[src/euler_totient_unit_defines.svh]
// assertion macros for the euler totient unit
// no dependencies; included by files that carry concurrent assertions
`ifndef EULER_TOTIENT_UNIT_DEFINES_SVH
`define EULER_TOTIENT_UNIT_DEFINES_SVH

`ifndef SYNTHESIS

// same-cycle implication, checked out of reset
`define ETU_ASSERT_IMPL(label, clk, rstn, ante, cons) \
    label: assert property (@(posedge clk) disable iff (!rstn) (ante) |-> (cons)) \
        else $error("etu assertion failed");

// next-cycle implication, checked out of reset
`define ETU_ASSERT_NEXT(label, clk, rstn, ante, cons) \
    label: assert property (@(posedge clk) disable iff (!rstn) (ante) |=> (cons)) \
        else $error("etu assertion failed");

`else

`define ETU_ASSERT_IMPL(label, clk, rstn, ante, cons)
`define ETU_ASSERT_NEXT(label, clk, rstn, ante, cons)

`endif

`endif

[src/etu_pkg.sv]
// shared types for the euler totient unit
// no dependencies; used by etu_div and euler_totient_unit
`default_nettype none

package etu_pkg;

    // status of the shared divider as seen by the sequencer
    typedef struct packed {
        logic busy;
        logic done;
    } etu_div_stat_t;

endpackage

`default_nettype wire

[src/etu_div.sv]
// restoring divider, one quotient bit per cycle, done after the last quotient bit
// depends on etu_pkg for the status struct
`default_nettype none

module etu_div #(
    parameter int WIDTH = 32
) (
    input  wire logic                  clk,
    input  wire logic                  rst_n,
    input  wire logic                  start,
    input  wire logic [WIDTH-1:0]      dividend,
    input  wire logic [WIDTH-1:0]      divisor,
    output logic      [WIDTH-1:0]      quotient,
    output logic      [WIDTH-1:0]      remainder,
    output etu_pkg::etu_div_stat_t     stat
);

    localparam int CW = $clog2(WIDTH + 1);

    logic [WIDTH-1:0] quo_reg, quo_next;
    logic [WIDTH-1:0] rem_reg, rem_next;
    logic [WIDTH-1:0] dsr_reg, dsr_next;
    logic [CW-1:0]    cnt_reg, cnt_next;
    logic             busy_reg, busy_next;
    logic             done_reg, done_next;

    logic [WIDTH:0]   rem_sh;
    logic [WIDTH:0]   diff;

    // shift in next dividend bit and try subtracting
    assign rem_sh = {rem_reg, quo_reg[WIDTH-1]};
    assign diff   = rem_sh - {1'b0, dsr_reg};

    always_comb
    begin
        quo_next  = quo_reg;
        rem_next  = rem_reg;
        dsr_next  = dsr_reg;
        cnt_next  = cnt_reg;
        busy_next = busy_reg;
        done_next = 1'b0;
        if (start)
        begin
            quo_next  = dividend;
            rem_next  = '0;
            dsr_next  = divisor;
            cnt_next  = CW'(WIDTH);
            busy_next = 1'b1;
        end
        else if (busy_reg)
        begin
            quo_next = {quo_reg[WIDTH-2:0], ~diff[WIDTH]};
            rem_next = diff[WIDTH] ? rem_sh[WIDTH-1:0] : diff[WIDTH-1:0];
            cnt_next = cnt_reg - CW'(1);
            if (cnt_reg == CW'(1))
            begin
                busy_next = 1'b0;
                done_next = 1'b1;
            end
        end
    end

    always_ff @(posedge clk or negedge rst_n)
    begin
        if (!rst_n)
        begin
            cnt_reg  <= '0;
            busy_reg <= 1'b0;
            done_reg <= 1'b0;
        end
        else
        begin
            cnt_reg  <= cnt_next;
            busy_reg <= busy_next;
            done_reg <= done_next;
        end
    end

    always_ff @(posedge clk)
    begin
        quo_reg <= quo_next;
        rem_reg <= rem_next;
        dsr_reg <= dsr_next;
    end

    assign quotient  = quo_reg;
    assign remainder = rem_reg;
    assign stat.busy = busy_reg;
    assign stat.done = done_reg;

endmodule

`default_nettype wire

[src/euler_totient_unit.sv]
// euler totient unit top level: sequencer around one shared divider
// depends on etu_pkg, etu_div and euler_totient_unit_defines.svh
`default_nettype none

// Computes phi(n) for one unsigned n per item by trial division with a running
// product: starting from acc = n, every distinct prime p found in n replaces acc by
// acc - acc/p (exact, equal to acc/p*(p-1)); a cofactor above one left after the
// search is a prime and is handled the same way. phi(0) is returned as 0, phi(1)
// as 1. All divisions go through one restoring divider, so the time an item takes
// grows with the number of divides issued: one divide per candidate tried, plus
// two for each prime factor found in the search, one per repeated factor and one
// for a leftover prime. The worst case is a large prime, about 2^(N_WIDTH/2)
// candidates. The input side is ready only while the sequencer is idle; the
// result sits in an output register, so a new item is taken while a finished
// one waits downstream.
module euler_totient_unit #(
    parameter int N_WIDTH = 32
) (
    input  wire logic                             clk,
    input  wire logic                             rst_n,
    input  wire logic                             s_axis_tvalid,
    output logic                                  s_axis_tready,
    // number_in in the low N_WIDTH bits, zero padding above
    input  wire logic [((N_WIDTH+7)/8)*8-1:0]     s_axis_tdata,
    output logic                                  m_axis_tvalid,
    input  wire logic                             m_axis_tready,
    // totient_out in the low N_WIDTH bits, zero padding above
    output logic      [((N_WIDTH+7)/8)*8-1:0]     m_axis_tdata
);

`include "euler_totient_unit_defines.svh"

    localparam int DW = ((N_WIDTH + 7) / 8) * 8;

    // sequencer states
    typedef enum logic [5:0] {
        ST_IDLE  = 6'b000001,   // waiting for an item
        ST_TEST  = 6'b000010,   // rest / x: bound check and divisibility
        ST_ACCD  = 6'b000100,   // acc / x for the running product
        ST_STRIP = 6'b001000,   // strip further powers of x from rest
        ST_FINAL = 6'b010000,   // acc / rest for a leftover prime
        ST_DONE  = 6'b100000    // result ready, waiting for output register
    } state_t;

    state_t               state_reg, state_next;
    logic [N_WIDTH-1:0]   rest_reg, rest_next;
    logic [N_WIDTH-1:0]   acc_reg, acc_next;
    logic [N_WIDTH-1:0]   x_reg, x_next;
    logic                 go_reg, go_next;
    logic                 ovalid_reg, ovalid_next;
    logic [N_WIDTH-1:0]   odata_reg, odata_next;

    logic [N_WIDTH-1:0]   div_a;
    logic [N_WIDTH-1:0]   div_b;
    logic [N_WIDTH-1:0]   div_q;
    logic [N_WIDTH-1:0]   div_r;
    etu_pkg::etu_div_stat_t div_stat;

    logic                 in_acc;
    logic [N_WIDTH-1:0]   n_in;

    assign in_acc = s_axis_tvalid && s_axis_tready;
    assign n_in   = s_axis_tdata[N_WIDTH-1:0];

    // operand select: acc is divided in the product steps, rest otherwise
    always_comb
    begin
        div_a = rest_reg;
        div_b = x_reg;
        if (state_reg == ST_ACCD)
        begin
            div_a = acc_reg;
        end
        else if (state_reg == ST_FINAL)
        begin
            div_a = acc_reg;
            div_b = rest_reg;
        end
    end

    etu_div #(
        .WIDTH (N_WIDTH)
    ) u_div (
        .clk       (clk),
        .rst_n     (rst_n),
        .start     (go_reg),
        .dividend  (div_a),
        .divisor   (div_b),
        .quotient  (div_q),
        .remainder (div_r),
        .stat      (div_stat)
    );

    always_comb
    begin
        state_next  = state_reg;
        rest_next   = rest_reg;
        acc_next    = acc_reg;
        x_next      = x_reg;
        go_next     = 1'b0;
        ovalid_next = ovalid_reg;
        odata_next  = odata_reg;

        // output register drains independently of the sequencer
        if (ovalid_reg && m_axis_tready)
        begin
            ovalid_next = 1'b0;
        end

        unique case (state_reg)
            ST_IDLE:
            begin
                if (in_acc)
                begin
                    rest_next = n_in;
                    acc_next  = n_in;
                    x_next    = N_WIDTH'(2);
                    if (n_in == '0)
                    begin
                        // zero input gives zero
                        state_next = ST_DONE;
                    end
                    else
                    begin
                        go_next    = 1'b1;
                        state_next = ST_TEST;
                    end
                end
            end
            ST_TEST:
            begin
                if (div_stat.done)
                begin
                    if (x_reg <= div_q)
                    begin
                        if (div_r == '0)
                        begin
                            // x is a prime factor; one power already stripped
                            rest_next  = div_q;
                            go_next    = 1'b1;
                            state_next = ST_ACCD;
                        end
                        else
                        begin
                            x_next     = x_reg + N_WIDTH'(1);
                            go_next    = 1'b1;
                            state_next = ST_TEST;
                        end
                    end
                    else if (rest_reg > N_WIDTH'(1))
                    begin
                        go_next    = 1'b1;
                        state_next = ST_FINAL;
                    end
                    else
                    begin
                        state_next = ST_DONE;
                    end
                end
            end
            ST_ACCD:
            begin
                if (div_stat.done)
                begin
                    acc_next   = acc_reg - div_q;
                    go_next    = 1'b1;
                    state_next = ST_STRIP;
                end
            end
            ST_STRIP:
            begin
                if (div_stat.done)
                begin
                    go_next = 1'b1;
                    if (div_r == '0)
                    begin
                        rest_next  = div_q;
                        state_next = ST_STRIP;
                    end
                    else
                    begin
                        x_next     = x_reg + N_WIDTH'(1);
                        state_next = ST_TEST;
                    end
                end
            end
            ST_FINAL:
            begin
                if (div_stat.done)
                begin
                    acc_next   = acc_reg - div_q;
                    state_next = ST_DONE;
                end
            end
            ST_DONE:
            begin
                if (!ovalid_reg || m_axis_tready)
                begin
                    odata_next  = acc_reg;
                    ovalid_next = 1'b1;
                    state_next  = ST_IDLE;
                end
            end
            default:
            begin
                state_next = ST_IDLE;
            end
        endcase
    end

    always_ff @(posedge clk or negedge rst_n)
    begin
        if (!rst_n)
        begin
            state_reg  <= ST_IDLE;
            go_reg     <= 1'b0;
            ovalid_reg <= 1'b0;
        end
        else
        begin
            state_reg  <= state_next;
            go_reg     <= go_next;
            ovalid_reg <= ovalid_next;
        end
    end

    always_ff @(posedge clk)
    begin
        rest_reg  <= rest_next;
        acc_reg   <= acc_next;
        x_reg     <= x_next;
        odata_reg <= odata_next;
    end

    assign s_axis_tready = (state_reg == ST_IDLE);
    assign m_axis_tvalid = ovalid_reg;
    assign m_axis_tdata  = DW'(odata_reg);

    // an accepted item makes the block busy on the next cycle
    `ETU_ASSERT_NEXT(a_accept_busy, clk, rst_n, in_acc, !s_axis_tready)
    // a divide is never launched on top of one still running
    `ETU_ASSERT_IMPL(a_div_free, clk, rst_n, go_reg, !div_stat.busy)
    // the trial divisor never drops below two while searching
    `ETU_ASSERT_IMPL(a_x_min, clk, rst_n,
        (state_reg == ST_TEST) || (state_reg == ST_STRIP), x_reg >= N_WIDTH'(2))
    // the running product stays nonzero while factoring
    `ETU_ASSERT_IMPL(a_acc_nz, clk, rst_n,
        (state_reg == ST_ACCD) || (state_reg == ST_FINAL), acc_reg != '0)

endmodule

`default_nettype wire
[config.mk]
export PLATFORM = sky130hd
export DESIGN_NAME = euler_totient_unit
export DESIGN_NICKNAME = d
export VERILOG_FILES = /design/src/etu_pkg.sv /design/src/etu_div.sv /design/src/euler_totient_unit.sv
export VERILOG_INCLUDE_DIRS = /design/src /design/src/src
export SDC_FILE = /design/constraint.sdc
export NUM_CORES = 1
export LEC_CHECK = 0
export BUFFER_PORTS_ARGS = -buffer_cell sky130_fd_sc_hd__buf_2
export CORE_MARGIN = 8
export CORE_UTILIZATION = 57
export DETAILED_ROUTE_END_ITERATION = 8
export HOLD_SLACK_MARGIN = 0.12
export PLACE_DENSITY = 0.75
export SYNTH_ARGS = -nofsm -noshare
export SYNTH_HDL_FRONTEND = slang
export SYNTH_SLANG_ARGS = --single-unit
[constraint.sdc]
create_clock -name clk -period 8 [get_ports clk]
set_input_delay 0.8 -clock clk [delete_from_list [all_inputs] [get_ports clk]]
set_output_delay 0.8 -clock clk [all_outputs]
set_load 0.05 [all_outputs]
==> results summary, run 1 <==
The library cell used most frequently in the layout, excluding fill and tap cells, is sky130_fd_sc_hd__edfxtp_1. The combinational family with the most area after synthesis is simple AND/OR/NAND/NOR gates. The detailed-route DRC error count is 0.

The mapped cell area came out at 14,870 um^2. The die is 177.5 um wide. The total leakage power came out at 6.760 nW. The routed wire length came out at 38,680 um.

For the pin with the worst max-slew slack, the measured transition is 1.084 ns. The number of I/O port buffers is 69. The average wire length per cell after detail routing is 19.96 um. The portion of synthesized area spent on multiplexers is 4.106%. STA classifies the critical path startpoint as a flip-flop. The completed layout was analyzed and its total power is 7.643 mW. The flow ran to the end, and the final reports show no timing, DRC or antenna violations. Yosys printed 0 warnings. Headroom to the max-slew limit came out at 27.75%.

The number of antenna diodes in the final layout is 0. The via count of the first global-routing pass came to 11,889. The die area is 31,510 um^2. The wire length of the first global-routing pass came out at 61,820 um. The latest clock arrival within the worst-skew pair came out at 0.53 ns.

The number of iterations in the first detailed-routing pass is 5. The tree is rooted in a sky130_fd_sc_hd__clkbuf_16. Compared with the post-synthesis result, the final layout area differs by 9.753%.

The height of the chip is 177.5 um. The net count of the finished layout came out at 1,720. Counting flops with a built-in enable in the synthesized netlist gives 192.

The share of the synthesized area in compound gates (AO/OA/AOI/OAI) is 16.19%. In this run the number of H-tree levels came out at 1. Derived from the worst setup path, the maximum achievable clock frequency is 245.1 MHz. The mean number of vias per cell came out at 6.237. After clock tree synthesis, the clock-pin slew on the worst setup and hold paths is 0.06 ns. The post-route clock period utilization is 51.00%. The count of instances resized after the clock tree is built came out at 0.

The number of different library cells in the post-synthesis netlist came out at 76. The top cell types in the final layout, fill and taps aside, are sky130_fd_sc_hd__edfxtp_1, sky130_fd_sc_hd__nand2_1, sky130_fd_sc_hd__nor2_1, sky130_fd_sc_hd__ha_1, sky130_fd_sc_hd__a21oi_1. The total global routing track utilization is 24.18%. The setup path with the least slack is of type flip-flop to flip-flop.

The gate count after technology mapping is 1,535. In this run the core area contains 59 standard-cell rows. The area of combinational cells with multiple inputs came out at 7528 um^2. The post-synthesis share of cell area spent on full adders, half adders and majority gates came out at 8.516%. The tightest hold path in the finished design has a slack of 0.1666 ns. Setup repair after global routing left no endpoint under its margin. The number of slew-limit violations in the final report is 0. The synthesis-stage register bit count came out at 240. The share of total power dissipated in sequential elements is 31.8%. The instance count after placement with tap cells included came out at 1,890. Max-cap violations in this run came to 0. The prevailing post-synth register cell is sky130_fd_sc_hd__edfxtp_1. The starting density of the core is 57.55%. The path class of the tightest hold or removal check is primary input to async pin. In this run the mean area of a mapped cell was 9.687 um^2. The remaining antenna violation count came out at 0. The simple-gate area share of the yosys netlist is 16.60%.

The core region area came out at 25,840 um^2. The HPWL after detailed placement is 27,200 um. The clock skew after layout is 0.01203 ns. The hold violation total from the final report is 0. At the worst endpoint, the arrival time is 4.50 ns. For this design the total switching power over the nets is 3.342 mW. The endpoint type of the worst setup path is a flip-flop.

The count of endpoints failing setup in the final report is 0. The total overflow left after global routing is 0. The first routing iteration left 1,102 violations.

The part of the power in the clock network came out at 15.1%. The routed layout has 12,088 vias. Of the post-synthesis cell area, the dominant cell type holds 38.77%.

The fraction of synthesis flops using an asynchronous set or reset pin is 6.667%. The synthesized net count came out at 1,671. The sequential cell area in the final layout is 6812 um^2. The I/O pin count is 70.

Of the cells placed in the final design, the portion with a size suffix greater than 1 is 11.17%. The total negative slack is 0 ns. Along the worst path, the maximum fanout reaches 30. The worst IR drop on VDD came out at 0.0003070 V. The initial antenna violation count came to 0. In this run switching power makes up 43.73% of total power. The number of clock buffers added by TritonCTS is 27. At the end of routability-driven placement, the weighted congestion stood at 0.9111. The worst endpoint required time came out at 8.42 ns. Of the total power, combinational logic draws 53.2%.

Of all cell types, the one taking the most synthesized area is sky130_fd_sc_hd__edfxtp_1. The clock tree from TritonCTS is yes. The finished layout holds 1,938 standard cells, fillers aside.

Counting the fill cells in the layout gives 2,128. The post-layout minimum cycle time is 4.080 ns. Dividing total power by cell area gives a power density of 468.4 nW/um^2.

The number of sinks driven by the clock tree came out at 240. The fraction of synthesized cell area in xor and xnor cells came out at 4.830%. The internal power component is 4.301 mW.

The buffers inserted during post-CTS setup optimization came out at 0. Sorting the synthesized cells by area gives the leading types as sky130_fd_sc_hd__edfxtp_1, sky130_fd_sc_hd__ha_1, sky130_fd_sc_hd__nand2_1, sky130_fd_sc_hd__dfxtp_1, sky130_fd_sc_hd__nor2_1. The number of hold buffers added after CTS came out at 0. For this run, the register share of the synthesized area comes to 45.78%. Entering global routing, the biggest net connects 100 pins.

The maximum clock path buffer count is 3.
==> final cells by class <==
cell class	instances	area share, %
clock buffer	30	4.209
timing repair buffer	80	2.622
sequential	240	41.74
inverter	88	2.024
tap	335	2.568
clock inverter	18	0.7054
multi-input combinational	1147	46.13
==> final timing paths <==
path / endpoint / from / cells past startpoint / slack (ns)
max: u_div.remainder[27] / u_div.quotient[31] / 13 / 3.92
min: u_div.cnt_reg[3] / rst_n / 1 / 0.17
max reg2reg: u_div.remainder[27] / u_div.quotient[31] / 13 / 3.92
min reg2reg: u_div.remainder[10] / u_div.remainder[10] / 2 / 0.50
max in group asynchronous: state_reg[0] / rst_n / 1 / 7.52
min in group clk: u_div.remainder[10] / u_div.remainder[10] / 2 / 0.50
==> stage by stage <==
step	worst slack (ns)	area [um^2]	util [%]
after floorplan	3.136	14870	-
after global placement	4.167	15520	60.06
after detailed placement	3.975	15520	60.06
after CTS	3.938	16320	63.16
after global routing	3.630	16320	63.16
final	3.920	16320	63.16
==> worst max-delay path: stages, from the launching register on <==
cell	delay (ns)
sky130_fd_sc_hd__edfxtp_1	0.40
sky130_fd_sc_hd__inv_1	0.11
sky130_fd_sc_hd__ha_1	0.25
sky130_fd_sc_hd__fa_1	0.42
sky130_fd_sc_hd__nor2b_1	0.19
sky130_fd_sc_hd__o2111ai_1	0.15
sky130_fd_sc_hd__nand4_1	0.23
sky130_fd_sc_hd__nand3_1	0.19
sky130_fd_sc_hd__a211oi_1	0.48
sky130_fd_sc_hd__nor4_2	0.12
sky130_fd_sc_hd__nor3_4	0.49
sky130_fd_sc_hd__buf_4	0.51
sky130_fd_sc_hd__nor3_1	0.12
sky130_fd_sc_hd__o311a_1	0.30
==> per-layer routing <==
metal	track usage, %	vias to the layer above	wire length (um)
met5	0	-	0
met4	8.163	0	1184
met3	2.979	83	2585
met2	39.87	501	17980
met1	32.59	5775	16930
li1	-	5729	-
==> Yosys cell counts, types with 22 or more instances <==
master	number
sky130_fd_sc_hd__a21o_1	34
sky130_fd_sc_hd__a211oi_1	30
sky130_fd_sc_hd__mux2_2	32
sky130_fd_sc_hd__inv_1	87
sky130_fd_sc_hd__nand4_1	28
sky130_fd_sc_hd__nand2_1	185
sky130_fd_sc_hd__edfxtp_1	192
sky130_fd_sc_hd__ha_1	98
sky130_fd_sc_hd__nand3_1	22
sky130_fd_sc_hd__xnor2_1	47
sky130_fd_sc_hd__nor2_1	156
sky130_fd_sc_hd__xor2_1	35
sky130_fd_sc_hd__nor3_1	23
sky130_fd_sc_hd__a31oi_1	41
sky130_fd_sc_hd__dfxtp_1	32
sky130_fd_sc_hd__nor4_1	28
sky130_fd_sc_hd__a21oi_1	89
sky130_fd_sc_hd__mux2i_1	25
sky130_fd_sc_hd__o21ai_0	81
sky130_fd_sc_hd__clkbuf_1	52
==> power by group through the flow <==
stage                     logic (mW)  registers [mW]  clock network, mW
after floorplan                 3.14            2.30                  0
after global placement          3.86            2.42                  0
after detailed placement        3.98            2.43                  0
after CTS                       4.02            2.41               1.16
after global routing            4.47            2.48               1.21
final                           4.07            2.43               1.15
==> cells by family (layout without fill, tap and decap cells) <==
family,Yosys count,after routing
adders and majority gates,100,100
and+or+nand+nor,533,533
DFF,240,240
xor gates and xnor gates,82,82
AOI/OAI and AO/OA,375,375
muxes,57,57
buffers and inverters,148,216
(Power assumes the default switching activity.)
==> inputs of run 2 (changes only) <==
- ABC_AREA: not set -> 1
- clock period: 8 -> 3.8 ns (I/O delays scaled with it)
==> run 2 against run 1 <==
Against the previous run:
- worst hold slack worse by 0.027 ns
- wire length is 29% higher
- highest routed layer unchanged
- critical endpoint is now rest_reg[28]
- clock-buffer cell count is 4 higher
==> results summary, run 2 <==
The data arrival time of the worst path came to 3.12 ns (-1.38 ns). The synthesis-stage register bit count is 240 (unchanged). The number of cells on the worst reg-to-reg path came to 11 (-2). The biggest fanout along the worst timing path is 32 (+6.7%). The synthesized net count is 2,330 (+39%). The post-synthesis average cell area was 7.584 um^2 (-22%).

The reg2reg setup slack came to 0.86 ns (-3.06 ns). Leaving out fill and tap cells, the most frequent cell in the layout is sky130_fd_sc_hd__nand2_1. The hold violation total from the final report is 0 (unchanged).

The internal power component came out at 9.431 mW (+120%). In the post-synthesis netlist, the cell with the most instances is sky130_fd_sc_hd__nand2_1. The number of enable-type register cells in the synthesized netlist is 192 (unchanged). The fmax was 340.1 MHz (+39%). The sequential element share of the synthesized area is 40.91% (-4.9 points). The register share of total power is 29.5% (-2.3 points). The actual transition at the worst max-transition pin came to 1.077 ns (-0.006216 ns).

The maximum clock path buffer count came out at 3 (unchanged). The run finished with clean final reports. The largest net degree at the start of global routing is 66 (-34%). The final worst-path setup slack came to 0.8593 ns (-3.061 ns).

The buffers inserted during post-CTS setup optimization came out at 0 (unchanged). By area the synthesized netlist is led by sky130_fd_sc_hd__edfxtp_1, sky130_fd_sc_hd__nand2_1, sky130_fd_sc_hd__ha_1, sky130_fd_sc_hd__inv_1, sky130_fd_sc_hd__o21ai_0. The total leakage power came out at 8.302 nW (+23%). The startpoint identified for the worst hold timing path is s_axis_tdata[1].

Sorting the synthesized cells by how often they occur yields sky130_fd_sc_hd__nand2_1, sky130_fd_sc_hd__inv_1, sky130_fd_sc_hd__edfxtp_1. The core region area is 28,700 um^2 (+11%). The prevailing post-synth register cell is sky130_fd_sc_hd__edfxtp_1.

The max-cap check violation count is 0 (unchanged). The global-route congestion overflow total is 0 (unchanged). The proportion of netlist area held by the largest area contributor came to 34.65% (-4.1 points). The worst endpoint required time was 3.98 ns (-4.44 ns). Compared with the post-synthesis result, the final layout area differs by 9.941%. The fraction of power spent switching nets was 49.07% (+5.3 points).

sky130_fd_sc_hd__edfxtp_1 takes more of the synthesized area than any other cell. In the layout the commonest cells are sky130_fd_sc_hd__nand2_1, sky130_fd_sc_hd__inv_1, sky130_fd_sc_hd__edfxtp_1, sky130_fd_sc_hd__nor2_1, sky130_fd_sc_hd__o21ai_0. The post-layout minimum cycle time is 2.941 ns (-1.139 ns). The number of H-tree branching levels came out at 1 (unchanged). The part of the power in the clock network came out at 14.9% (-0.2 points). The worst hold path terminates at acc_reg[1]. The wire length of the first global-routing pass is 78,940 um (+28%). The number of I/O port buffers was 69 (unchanged). The total inserted antenna cells came out at 0 (unchanged). The number of iterations in the first detailed-routing pass is 7 (+2). The share of cells above drive strength 1 is 9.714% (-1.5 points). The total global routing track utilization came out at 27.81% (+3.6 points). The mapped cell area came to 16,640 um^2 (+12%).

The total CTS buffers came out at 28 (+3.7%). The gate count after technology mapping came out at 2,194 (+43%). The headroom to the max-slew limit came out at 28.00% (+0.24 points). The violation count after the first detailed-routing iteration came to 1,740 (+58%). The total negative slack was 0 ns (unchanged). The power density normalized to cell area came out at 1012 nW/um^2 (+120%). Counting instances, the worst hold path has a depth of 3.

The worst IR drop on VDD came out at 0.0005018 V (+63%). The critical path is of the flip-flop to flip-flop type. The latest clock arrival within the worst-skew pair is 0.56 ns (+0.03 ns).

The height of the chip came to 186.9 um (+5.3%). Setup repair after global routing left no endpoint under its margin. The clock skew after layout was 0.03735 ns (+0.02532 ns). The die width came out at 186.9 um (+5.3%).

The number of rows in the core area came out at 62 (+5.1%). The detailed-route DRC error count came to 0 (unchanged). The fraction of synthesis flops using an asynchronous set or reset pin is 6.667% (unchanged).

The initial antenna violation count is 0 (unchanged). The post-route clock period utilization is 77.39% (+26 points). The routed wire length came out at 49,880 um (+29%). The number of sinks driven by the clock tree was 240 (unchanged).

The number of different library cells in the post-synthesis netlist is 47 (-38%). The via total after detailed routing was 15,356 (+27%). The count of endpoints failing setup in the final report is 0 (unchanged). The number of hold buffers added after CTS is 4 (+4). The I/O pin count is 70 (unchanged).

The clock slew seen by the registers of the worst setup and hold paths was 0.06 ns (about the same). The mean number of vias per cell came out at 5.775 (-7.4%). The number of slew-limit violations in the final report is 0 (unchanged). The number of synthesis warnings is 0 (unchanged). The net count of the finished layout came to 2,389 (+39%).

In this run the worst hold path is classified as primary input to flip-flop. The worst slack at placement is 0.8940 ns (-3.081 ns). The combinational cell fraction of total power is 55.6% (+2.4 points).

The count of instances resized after the clock tree is built is 0 (unchanged). The die area is 34,920 um^2 (+11%). The via count of the first global-routing pass is 15,114 (+27%). In this run the critical register-to-register path is launched from x_reg[21]. The starting density of the core came out at 57.97% (+0.42 points). TritonCTS built the clock tree. The endpoint identified for the worst register-to-register timing path is rest_reg[28]. STA classifies the critical path endpoint as a flip-flop. The average wire length per cell after detail routing was 18.76 um (-6.0%). The root buffer cell chosen for the clock tree is sky130_fd_sc_hd__clkbuf_16. The HPWL after detailed placement came out at 38,280 um (+41%). The last weighted congestion value of the routability-driven placer is 0.9880 (+8.4%). The worst-case hold slack is 0.1399 ns (-0.02674 ns). The switching power total is 9.087 mW (+170%). The remaining antenna violation count came to 0 (unchanged). STA classifies the critical path startpoint as a flip-flop.
==> run 2: cell count changes after synthesis, moves of 32 or more <==
cell	before	now
sky130_fd_sc_hd__nand3_1	22	83
sky130_fd_sc_hd__o21ai_0	81	152
sky130_fd_sc_hd__mux2_2	32	0
sky130_fd_sc_hd__inv_1	87	280
sky130_fd_sc_hd__nand2_1	185	649
sky130_fd_sc_hd__a21o_1	34	2
sky130_fd_sc_hd__a21oi_1	89	123
sky130_fd_sc_hd__a31oi_1	41	0
==> run 2: cell type report <==
type / instances / area, um^2
well taps: 384 / 480.5
clock buffers: 34 / 784.5
inverters: 285 / 1070
flip-flops and latches: 240 / 6809
repair buffers: 89 / 505.5
clock inverters: 18 / 158.9
fillers: 2596 / 10410
multi-input cells: 1609 / 8486
==> run 2: cells by family (layout without fill, tap and decap cells) <==
logic type | after synthesis | after routing | share of synthesized area [%]
AO/OA/AOI/OAI | 349 | 349 | 11.27
XOR/XNOR | 52 | 52 | 2.737
adder cells (fa/ha/maj) | 100 | 100 | 7.610
buffers and inverters | 345 | 426 | 8.376
flip-flops | 240 | 240 | 40.91
AND/OR/NAND/NOR | 1108 | 1108 | 29.09
==> run 2: stage by stage <==
stage	cells	cell area (um^2)	total power [mW]	util (%)
5_1_grt	2659	18290	19.99	63.74
2_1_floorplan	2194	16640	12.85	-
6_report	2659	18290	18.52	63.74
4_1_cts	2659	18290	18.39	63.74
3_5_place_dp	2603	17310	15.57	60.31
3_3_place_gp	2603	17310	15.35	60.31
==> run 2: routing by layer <==
metal	GRT usage, %	routed length (um)	vias to the layer above
li1	-	-	7418
met1	35.04	20620	7102
met2	46.42	23340	681
met3	3.598	3173	155
met4	14.23	2743	0
met5	0	0	-
==> run 2: worst max-delay path by stage <==
stage                   endpoint                from  depth (start not counted)
5_1_grt              acc_reg[30]   u_div.quotient[0]                         10
6_report            rest_reg[28]           x_reg[21]                         11
2_1_floorplan        rest_reg[0]           x_reg[19]                         12
4_1_cts             rest_reg[28]           x_reg[21]                         11
3_3_place_gp   u_div.quotient[0]  u_div.quotient[31]                         13
3_5_place_dp   u_div.quotient[0]  u_div.quotient[31]                         13
==> run 2: critical path: stages (launching register included) <==
cell                       delay, ns
sky130_fd_sc_hd__edfxtp_1       0.51
sky130_fd_sc_hd__ha_1           0.37
sky130_fd_sc_hd__a21oi_1        0.18
sky130_fd_sc_hd__nor2_1         0.06
sky130_fd_sc_hd__nor2_1         0.11
sky130_fd_sc_hd__nand3_1        0.09
sky130_fd_sc_hd__a21oi_1        0.29
sky130_fd_sc_hd__nand2_1        0.15
sky130_fd_sc_hd__nand2_1        0.16
sky130_fd_sc_hd__nand2_1        0.11
sky130_fd_sc_hd__a21oi_4        0.12
sky130_fd_sc_hd__buf_4          0.39
==> run 2: power groups by stage <==
stage          logic, mW  registers (mW)  clock network, mW
4_1_cts             10.2            5.43               2.80
3_5_place_dp        10.1            5.47                  0
2_1_floorplan       7.84            5.01                  0
6_report            10.3            5.47               2.76
5_1_grt             11.5            5.58               2.89
3_3_place_gp        9.92            5.43                  0
